$ cat config.mk
export PLATFORM = sky130hd
export DESIGN_NAME = audio_waveform_envelope_binner_unit
export DESIGN_NICKNAME = d
export VERILOG_FILES = /design/src/design/awe_pkg.sv /design/src/design/awe_datapath.sv /design/src/design/awe_ctrl.sv /design/src/design/audio_waveform_envelope_binner_unit.sv
export SDC_FILE = /design/constraint.sdc
export NUM_CORES = 2
export LEC_CHECK = 0
export BUFFER_PORTS_ARGS = -buffer_cell sky130_fd_sc_hd__buf_2
export CAP_MARGIN = 10
export CORE_AREA = 4 4 316 225
export CTS_CLUSTER_SIZE = 24
export DETAILED_ROUTE_END_ITERATION = 10
export DIE_AREA = 0 0 320 229
export GPL_TIMING_DRIVEN = 0
export PLACE_DENSITY = 0.87
export SYNTH_ARGS = -nofsm -noshare
export SYNTH_HDL_FRONTEND = slang
export SYNTH_SLANG_ARGS = --single-unit
$ cat constraint.sdc
create_clock -name clk -period 11.5 [get_ports clk]
set_clock_uncertainty 0.05 [all_clocks]
set_input_delay 1.725 -clock clk [delete_from_list [all_inputs] [get_ports clk]]
set_output_delay 1.725 -clock clk [all_outputs]
set_load 0.005 [all_outputs]
$ cat src/design/awe_pkg.sv
`timescale 1ns / 1ps
package awe_pkg;
  localparam int SampleBits  = 16;
  localparam int MaxChannels = 8;
  localparam logic [15:0] DefaultBinFrames = 16'd256;

  localparam logic [0:0] RegSamplesPerBin = 1'b0;
  localparam logic [0:0] RegChannelCount  = 1'b1;

  typedef enum logic [2:0] {
    ST_IDLE,
    ST_DIV,
    ST_FOLD,
    ST_MEAN,
    ST_ROOT,
    ST_OUT
  } state_t;

  // controller to datapath
  typedef struct packed {
    logic load;        // accept sample into frame sum
    logic div_start;   // begin mono division
    logic fold;        // fold mono value into bin
    logic mean_start;  // begin mean divide
    logic root_start;  // begin square root
    logic emit;        // capture result into output register
    logic clear_bin;
    logic clear_all;
  } awe_cmd_t;

  // datapath to controller
  typedef struct packed {
    logic frame_full;   // channel position reached count after load
    logic bin_full;     // bin reached frame count after fold
    logic partial;      // channel position nonzero
    logic emitted;      // a bin was emitted since buffer start
    logic unit_done;    // iterative unit finished
  } awe_sts_t;
endpackage

$ cat src/design/awe_datapath.sv
`timescale 1ns / 1ps
module awe_datapath (
  input  logic                   clk,
  input  logic                   rst,
  input  awe_pkg::awe_cmd_t      cmd,
  output awe_pkg::awe_sts_t      sts,
  input  logic [15:0]            sample,
  input  logic [15:0]            samples_per_bin,
  input  logic [3:0]             channel_count,
  output logic [15:0]            bin_min,
  output logic [14:0]            bin_max,
  output logic [15:0]            bin_peak,
  output logic [15:0]            bin_rms
);
  import awe_pkg::*;

  // a frame whose channel count shrank mid-frame can hold up to eight samples,
  // so the mono value and the bin statistics carry the full 19-bit magnitude
  logic signed [18:0] frame_sum;
  logic [3:0]  channel_position;
  logic [15:0] frames_in_bin;
  logic signed [19:0] running_min;
  logic [18:0] running_max;
  logic [18:0] running_peak;
  logic [52:0] square_sum;
  logic        emitted;

  logic [3:0]  eff_ch;
  logic [16:0] eff_bin;
  logic [18:0] mag;
  logic [5:0]  cnt;
  logic        root_mode;
  // shared shift-subtract divider
  logic [15:0] div_by;
  logic [52:0] quo;
  logic [15:0] rem;
  logic [16:0] rem_sh;
  // root
  logic [52:0] rval;
  logic [52:0] rroot;
  logic [52:0] rbit;
  logic [53:0] trial;
  logic [18:0] q;
  logic        neg;
  logic signed [19:0] mono;
  logic [37:0] qsq;

  always_comb begin
    eff_ch = channel_count;
    if (channel_count == 4'd0) eff_ch = 4'd1;
    if (channel_count > 4'(MaxChannels)) eff_ch = 4'(MaxChannels);
    eff_bin = (samples_per_bin == 16'd0) ? {1'b0, DefaultBinFrames} : {1'b0, samples_per_bin};
    mag = frame_sum[18] ? 19'(-frame_sum) : 19'(frame_sum);
    q = quo[18:0];
    mono = neg ? -$signed({1'b0, q}) : $signed({1'b0, q});
    qsq = 38'(q) * 38'(q);
    rem_sh = {rem, quo[52]};
    trial = {1'b0, rroot} + {1'b0, rbit};
  end

  assign sts.frame_full = (channel_position >= eff_ch);
  assign sts.bin_full   = ({1'b0, frames_in_bin} >= eff_bin);
  assign sts.partial    = (channel_position != 4'd0);
  assign sts.emitted    = emitted;
  assign sts.unit_done  = (cnt == 6'd0);

  // frame accumulation
  always_ff @(posedge clk) begin
    if (rst || cmd.clear_all) begin
      frame_sum <= '0;
      channel_position <= '0;
    end else if (cmd.load) begin
      frame_sum <= frame_sum + 19'(signed'(sample));
      channel_position <= channel_position + 4'd1;
    end else if (cmd.fold) begin
      frame_sum <= '0;
      channel_position <= '0;
    end
  end

  // note that a bin went out since the buffer began
  always_ff @(posedge clk) begin
    if (rst || cmd.clear_all) begin
      emitted <= 1'b0;
    end else if (cmd.emit) begin
      emitted <= 1'b1;
    end
  end

  // fold the mono value into the bin
  always_ff @(posedge clk) begin
    if (rst || cmd.clear_bin || cmd.clear_all) begin
      frames_in_bin <= '0;
      running_min <= '0;
      running_max <= '0;
      running_peak <= '0;
      square_sum <= '0;
    end else if (cmd.fold) begin
      if (mono < running_min) running_min <= mono;
      if (!neg && (q > running_max)) running_max <= q;
      if (q > running_peak) running_peak <= q;
      square_sum <= square_sum + 53'(qsq);
      frames_in_bin <= frames_in_bin + 16'd1;
    end
  end

  // iterative divider, then restoring square root, one bit a cycle
  always_ff @(posedge clk) begin
    if (rst) begin
      cnt <= '0;
      root_mode <= 1'b0;
    end else if (cmd.div_start) begin
      neg <= frame_sum[18];
      quo <= {mag, 34'd0};
      rem <= '0;
      div_by <= {12'd0, eff_ch};
      root_mode <= 1'b0;
      cnt <= 6'd19;
    end else if (cmd.mean_start) begin
      quo <= square_sum;
      rem <= '0;
      div_by <= frames_in_bin;
      root_mode <= 1'b0;
      cnt <= 6'd53;
    end else if (cmd.root_start) begin
      rval <= quo;
      rroot <= '0;
      rbit <= 53'(1) << 52;
      root_mode <= 1'b1;
      cnt <= 6'd27;
    end else if (cnt != 6'd0) begin
      cnt <= cnt - 6'd1;
      if (root_mode) begin
        if ({1'b0, rval} >= trial) begin
          rval <= 53'({1'b0, rval} - trial);
          rroot <= (rroot >> 1) + rbit;
        end else begin
          rroot <= rroot >> 1;
        end
        rbit <= rbit >> 2;
      end else begin
        if (rem_sh >= {1'b0, div_by}) begin
          rem <= 16'(rem_sh - {1'b0, div_by});
          quo <= {quo[51:0], 1'b1};
        end else begin
          rem <= rem_sh[15:0];
          quo <= {quo[51:0], 1'b0};
        end
      end
    end
  end

  // result register
  always_ff @(posedge clk) begin
    if (cmd.emit) begin
      bin_min  <= running_min[15:0];
      bin_max  <= running_max[14:0];
      bin_peak <= running_peak[15:0];
      bin_rms  <= (frames_in_bin == 16'd0) ? 16'd0 : rroot[15:0];
    end
  end
endmodule

$ cat src/design/awe_ctrl.sv
`timescale 1ns / 1ps
module awe_ctrl (
  input  logic              clk,
  input  logic              rst,
  input  logic              in_valid,
  output logic              in_ready,
  input  logic              last,
  output logic              out_valid,
  input  logic              out_ready,
  input  awe_pkg::awe_sts_t sts,
  output awe_pkg::awe_cmd_t cmd
);
  import awe_pkg::*;

  state_t state, state_next;
  logic last_r, last_r_next;
  logic out_valid_next;

  always_ff @(posedge clk) begin
    if (rst) begin
      state <= ST_IDLE;
      last_r <= 1'b0;
      out_valid <= 1'b0;
    end else begin
      state <= state_next;
      last_r <= last_r_next;
      out_valid <= out_valid_next;
    end
  end

  always_comb begin
    state_next = state;
    last_r_next = last_r;
    out_valid_next = out_valid && !out_ready;
    cmd = '0;
    in_ready = 1'b0;
    unique case (state)
      ST_IDLE: begin
        in_ready = 1'b1;
        if (in_valid) begin
          cmd.load = 1'b1;
          last_r_next = last;
          state_next = ST_DIV;
        end
      end
      ST_DIV: begin
        // decide whether this sample closes a frame, or whether last flushes the bin
        if (sts.frame_full || (last_r && !sts.emitted && sts.partial)) begin
          cmd.div_start = 1'b1;
          state_next = ST_FOLD;
        end else if (last_r && !sts.emitted) begin
          cmd.mean_start = 1'b1;
          state_next = ST_MEAN;
        end else begin
          cmd.clear_all = last_r;
          state_next = ST_IDLE;
        end
      end
      ST_FOLD: begin
        if (sts.unit_done) begin
          cmd.fold = 1'b1;
          state_next = ST_MEAN;
        end
      end
      ST_MEAN: begin
        // after fold: bin full, or flush on last
        if (sts.bin_full || (last_r && !sts.emitted)) begin
          cmd.mean_start = 1'b1;
          state_next = ST_ROOT;
        end else begin
          cmd.clear_all = last_r;
          state_next = ST_IDLE;
        end
      end
      ST_ROOT: begin
        if (sts.unit_done) begin
          cmd.root_start = 1'b1;
          state_next = ST_OUT;
        end
      end
      ST_OUT: begin
        // hold until root done and output register free
        if (sts.unit_done && (!out_valid || out_ready)) begin
          cmd.emit = 1'b1;
          cmd.clear_bin = 1'b1;
          cmd.clear_all = last_r;
          out_valid_next = 1'b1;
          state_next = ST_IDLE;
        end
      end
      default: state_next = ST_IDLE;
    endcase
  end
endmodule

$ cat src/design/audio_waveform_envelope_binner_unit.sv
`timescale 1ns / 1ps
// Min/max/peak/RMS envelope binner for interleaved Q1.15 audio. One sample
// is taken per transfer, and the next only once the previous is through. A
// sample that closes a frame also runs the mono divide on a shared
// shift-subtract unit; one that closes a bin also runs the mean divide and
// the square root on the same unit, and may wait for the result register
// to be taken. The result register lets the next sample enter while a bin
// waits to be taken. Write the registers only while idle.
module audio_waveform_envelope_binner_unit (
  input  logic        clk,
  input  logic        rst,
  input  logic        in_valid,
  output logic        in_ready,
  input  logic [15:0] sample,
  input  logic        last,
  output logic        out_valid,
  input  logic        out_ready,
  output logic [15:0] bin_min,
  output logic [14:0] bin_max,
  output logic [15:0] bin_peak,
  output logic [15:0] bin_rms,
  input  logic        psel,
  input  logic        penable,
  input  logic        pwrite,
  input  logic [2:0]  paddr,
  input  logic [31:0] pwdata,
  output logic [31:0] prdata,
  output logic        pready
);
  import awe_pkg::*;

  logic [15:0] samples_per_bin;
  logic [3:0]  channel_count;
  awe_cmd_t cmd;
  awe_sts_t sts;

  assign pready = 1'b1;
  // register writes
  always_ff @(posedge clk) begin
    if (rst) begin
      samples_per_bin <= DefaultBinFrames;
      channel_count <= 4'd2;
    end else if (psel && penable && pwrite) begin
      if (paddr[2] == RegSamplesPerBin) samples_per_bin <= pwdata[15:0];
      else channel_count <= pwdata[3:0];
    end
  end
  assign prdata = (paddr[2] == RegChannelCount) ? {28'd0, channel_count}
                                                : {16'd0, samples_per_bin};

  awe_ctrl u_ctrl (
    .clk, .rst, .in_valid, .in_ready, .last, .out_valid, .out_ready, .sts, .cmd
  );
  awe_datapath u_dp (
    .clk, .rst, .cmd, .sts, .sample, .samples_per_bin, .channel_count,
    .bin_min, .bin_max, .bin_peak, .bin_rms
  );
endmodule

==> summary.txt <==
Run status
  – Outcome: finished, final reports clean

Clock network
  – Clock buffer count from CTS: 49
  – Setup Buffers After CTS: 0
  – Max Root-Sink Buffers: 3
  – Sink Count: 465
  – Clk Latency, worst-skew pair: 0.63 ns
  – Reg clk slew, reported paths: 0.07 ns
  – Hold_buf cts: 0
  – CTS root buffer: clkbuf_16
  – Post-CTS sizing: 0
  – H-tree depth reported by CTS: 2
  – CTS tree: yes

Yosys
  – Synth warn: 0
  – Register bit total from synthesis: 465
  – Top-count cell post-synth: inv_1
  – Top_reg_cell synth: edfxtp_1
  – Sequential area share after synthesis: 30.0%
  – Mean Syn Cell Area: 9.05 µm²
  – Commonest cells in the netlist: inv_1 (578), nand2_1 (492), nor2_1 (396), ha_1 (361), a21oi_1 (316)
  – Post-synth ARST share: 0%
  – Area leader, netlist: edfxtp_1
  – Synth area leaders: edfxtp_1 (21%), fa_1 (14%), ha_1 (11%), dfxtp_1 (9.1%), inv_1 (5.4%)
  – Synth Instances: 4470
  – Share of the synthesized area in the top cell type: 20.9%
  – EDFF count, synth: 282
  – Mapped Area: 40500 µm²
  – Yosys cell types: 98

Setup path
  – CP delay by family, top: adder cells
  – CP arrival: 9.71 ns
  – Crit path top cell by count: fa_1
  – CP max stage cell: clkbuf_1
  – Reg2reg end: u_dp.square_sum[46]
  – CP max FO: 10
  – Levels on crit path: 27
  – Crit path to: u_dp.square_sum[46]
  – FF-to-FF path depth: 27
  – Buf/Inv on CP: 7
  – R2R setup slack: 2.32 ns
  – Worst setup path startpoint: u_dp.quo[5]
  – Critical path class: flop to flop
  – RR Startpoint: u_dp.quo[5]
  – Max incr delay on CP: 0.89 ns
  – CP Data Required Time: 12.03 ns
  – Crit start category: flop
  – Kind of end point of the critical path: flop

Floorplan
  – Die ar.: 73300 µm²
  – Row cnt: 80
  – IO Count: 157
  – Die Height: 229 µm
  – Core footprint: 67800 µm²
  – Initial core utilization: 59.7%
  – Die width: 320 µm

Route
  – Via/cell ratio: 5.96
  – Met3 wire length: 15400 µm
  – Met2 WL: 46700 µm
  – Initial DRT Pass Iterations: 7
  – Uppermost layer routed: met5
  – WL met1: 47800 µm
  – Antenna viol nets, final: 0
  – DR WL/cell: 20.2 µm
  – DR iter-0 viols: 3690
  – Routed WL: 114000 µm
  – Residual DRC: 0
  – DR vias: 33500

Final layout
  – Layout cells sized above 1: 7.42%
  – Layout filler cell count: 5320
  – Final nets: 5385
  – Layout area overhead: 9.42%

Global route
  – GRT Util Overall: 30.5%
  – Vias in the first global route: 32700
  – Antenna violations before repair: 9
  – Grt ovf: 0
  – Largest net degree at the start of global routing: 38
  – First-pass GRT wire length: 178000 µm

Place
  – Post-detail-place hpwl: 88800 µm
  – Port buffer count: 121
  – Place WS: 2.67 ns
  – GPL Wtd Cong: 0.970

Timing
  – Final Cycle Share: 79.9%
  – Final Max Tran Viols: 0
  – Final setup margin: 2.32 ns
  – FMAX: 109 MHz
  – Period minus WS final: 9.18 ns
  – Slew headroom: 23.2%
  – RSZ-0062 raised after global routing: no
  – Final Hold Vio Count: 0
  – Tightest Pin Transition: 1.15 ns
  – Setup violators final: 0

Run
  – Max-Cap Viols: 0

Worst hold path
  – Hold Path Class: flop to flop
-- layout by cell type, fill, tap and decap left out, drive strengths merged, types with 23 or more instances in the layout --
cell / n
inv: 583
nand2: 493
nor2: 396
ha: 361
a21oi: 318
fa: 286
edfxtp: 282
buf: 197
clkbuf: 192
dfxtp: 183
o21ai: 157
xnor2: 144
and2: 127
xor2: 123
a21o: 90
mux2i: 73
a31oi: 64
nand3: 63
a211oi: 51
o21bai: 45
nor2b: 43
nand4: 43
nor3: 35
and3: 29
nand2b: 28
or3: 26
nor4: 23
-- cell type report --
class                   instances  area [µm²]  area share [%]
multi-input cells            3250       25400            57.3
flip-flops and latches        465       12100            27.4
inverters                     583        2190            4.94
clock buffers                  59        1350            3.04
well taps                     902        1130            2.55
plain buffers                 187         846            1.91
repair buffers                143         821            1.85
clock inverters                33         423           0.955
diodes                          3        7.51          0.0170
-- how the worst min path moves through the flow --
| stage | from | to | cells past startpoint |
|---|---|---|---|
| 2_1_floorplan | u_dp.running_min[0] | u_dp.bin_min[0] | 0 |
| 3_3_place_gp | u_dp.running_min[2] | u_dp.bin_min[2] | 0 |
| 3_5_place_dp | u_dp.running_peak[3] | u_dp.bin_peak[3] | 0 |
| 4_1_cts | u_dp.square_sum[36] | u_dp.square_sum[36] | 2 |
| 5_1_grt | u_dp.running_min[10] | u_dp.bin_min[10] | 0 |
| 6_report | u_dp.running_peak[3] | u_dp.bin_peak[3] | 0 |
-- cell families after synthesis --
logic type / Yosys count / share of synthesized area (%)
other: 2 / 0.0186
buffers and inverters: 770 / 7.50
xor gates and xnor gates: 267 / 5.78
DFF: 465 / 30.0
and+or+nand+nor: 1355 / 15.3
adders and majority gates: 647 / 25.3
AOI/OAI and AO/OA: 888 / 14.2
muxes: 76 / 1.89
-- flip-flops by register name (all words and copies together) (netlist names), 3 cells and up --
signal	flops
u_dp.running_peak	19
u_dp.channel_position	4
u_dp.running_min	20
u_dp.running_max	19
u_dp.frames_in_bin	16
u_dp.rem	16
u_dp.rbit	27
u_dp.frame_sum	19
u_dp.quo	53
u_ctrl.state	3
u_dp.div_by	16
u_dp.bin_min	16
u_dp.bin_rms	16
samples_per_bin	16
u_dp.square_sum	53
u_dp.bin_max	15
u_dp.cnt	6
u_dp.bin_peak	16
u_dp.rval	53
u_dp.rroot	53
channel_count	4
-- worst register-to-register path, cell delays in order (launching register included) --
cell and delay [ns]:
edfxtp_1 0.50, clkbuf_1 0.89, clkbuf_1 0.54, nand2_1 0.23, fa_1 0.62, inv_1 0.06, fa_1 0.50, inv_1 0.05
fa_1 0.47, inv_1 0.05, fa_1 0.52, fa_1 0.52, fa_1 0.55, inv_1 0.12, fa_1 0.53, inv_1 0.06
ha_1 0.38, nand2_1 0.15, o21bai_1 0.22, a211oi_2 0.28, o2111ai_1 0.13, a22o_1 0.28, o31a_1 0.37, o21ai_2 0.21
a41o_2 0.29, nand4_1 0.14, or3_1 0.34, nand2_1 0.07
-- layer usage --
| layer | global-route usage (%) | up-vias |
|---|---|---|
| met5 | 0 | - |
| met4 | 8.95 | 8 |
| met3 | 10.9 | 284 |
| met2 | 44.2 | 1741 |
| met1 | 43.2 | 16000 |
| li1 | - | 15500 |
-- per-stage QoR --
step                      TNS, ns  instance area (µm²)  util [%]  std cells  hold slack [ns]
after global routing            0                44300      65.3       5622            0.421
final                           0                44300      65.3       5625            0.411
after CTS                       0                44300      65.3       5621            0.411
after detailed placement        0                42500      62.7       5529            0.393
after global placement    -400.02                42300      62.4       5508            0.389
after floorplan                 0                40500         -       4485            0.374
Power is left out: the tool's default activity adds up to more than one toggle a clock period on the data nets, which glitch-free logic cannot reach.
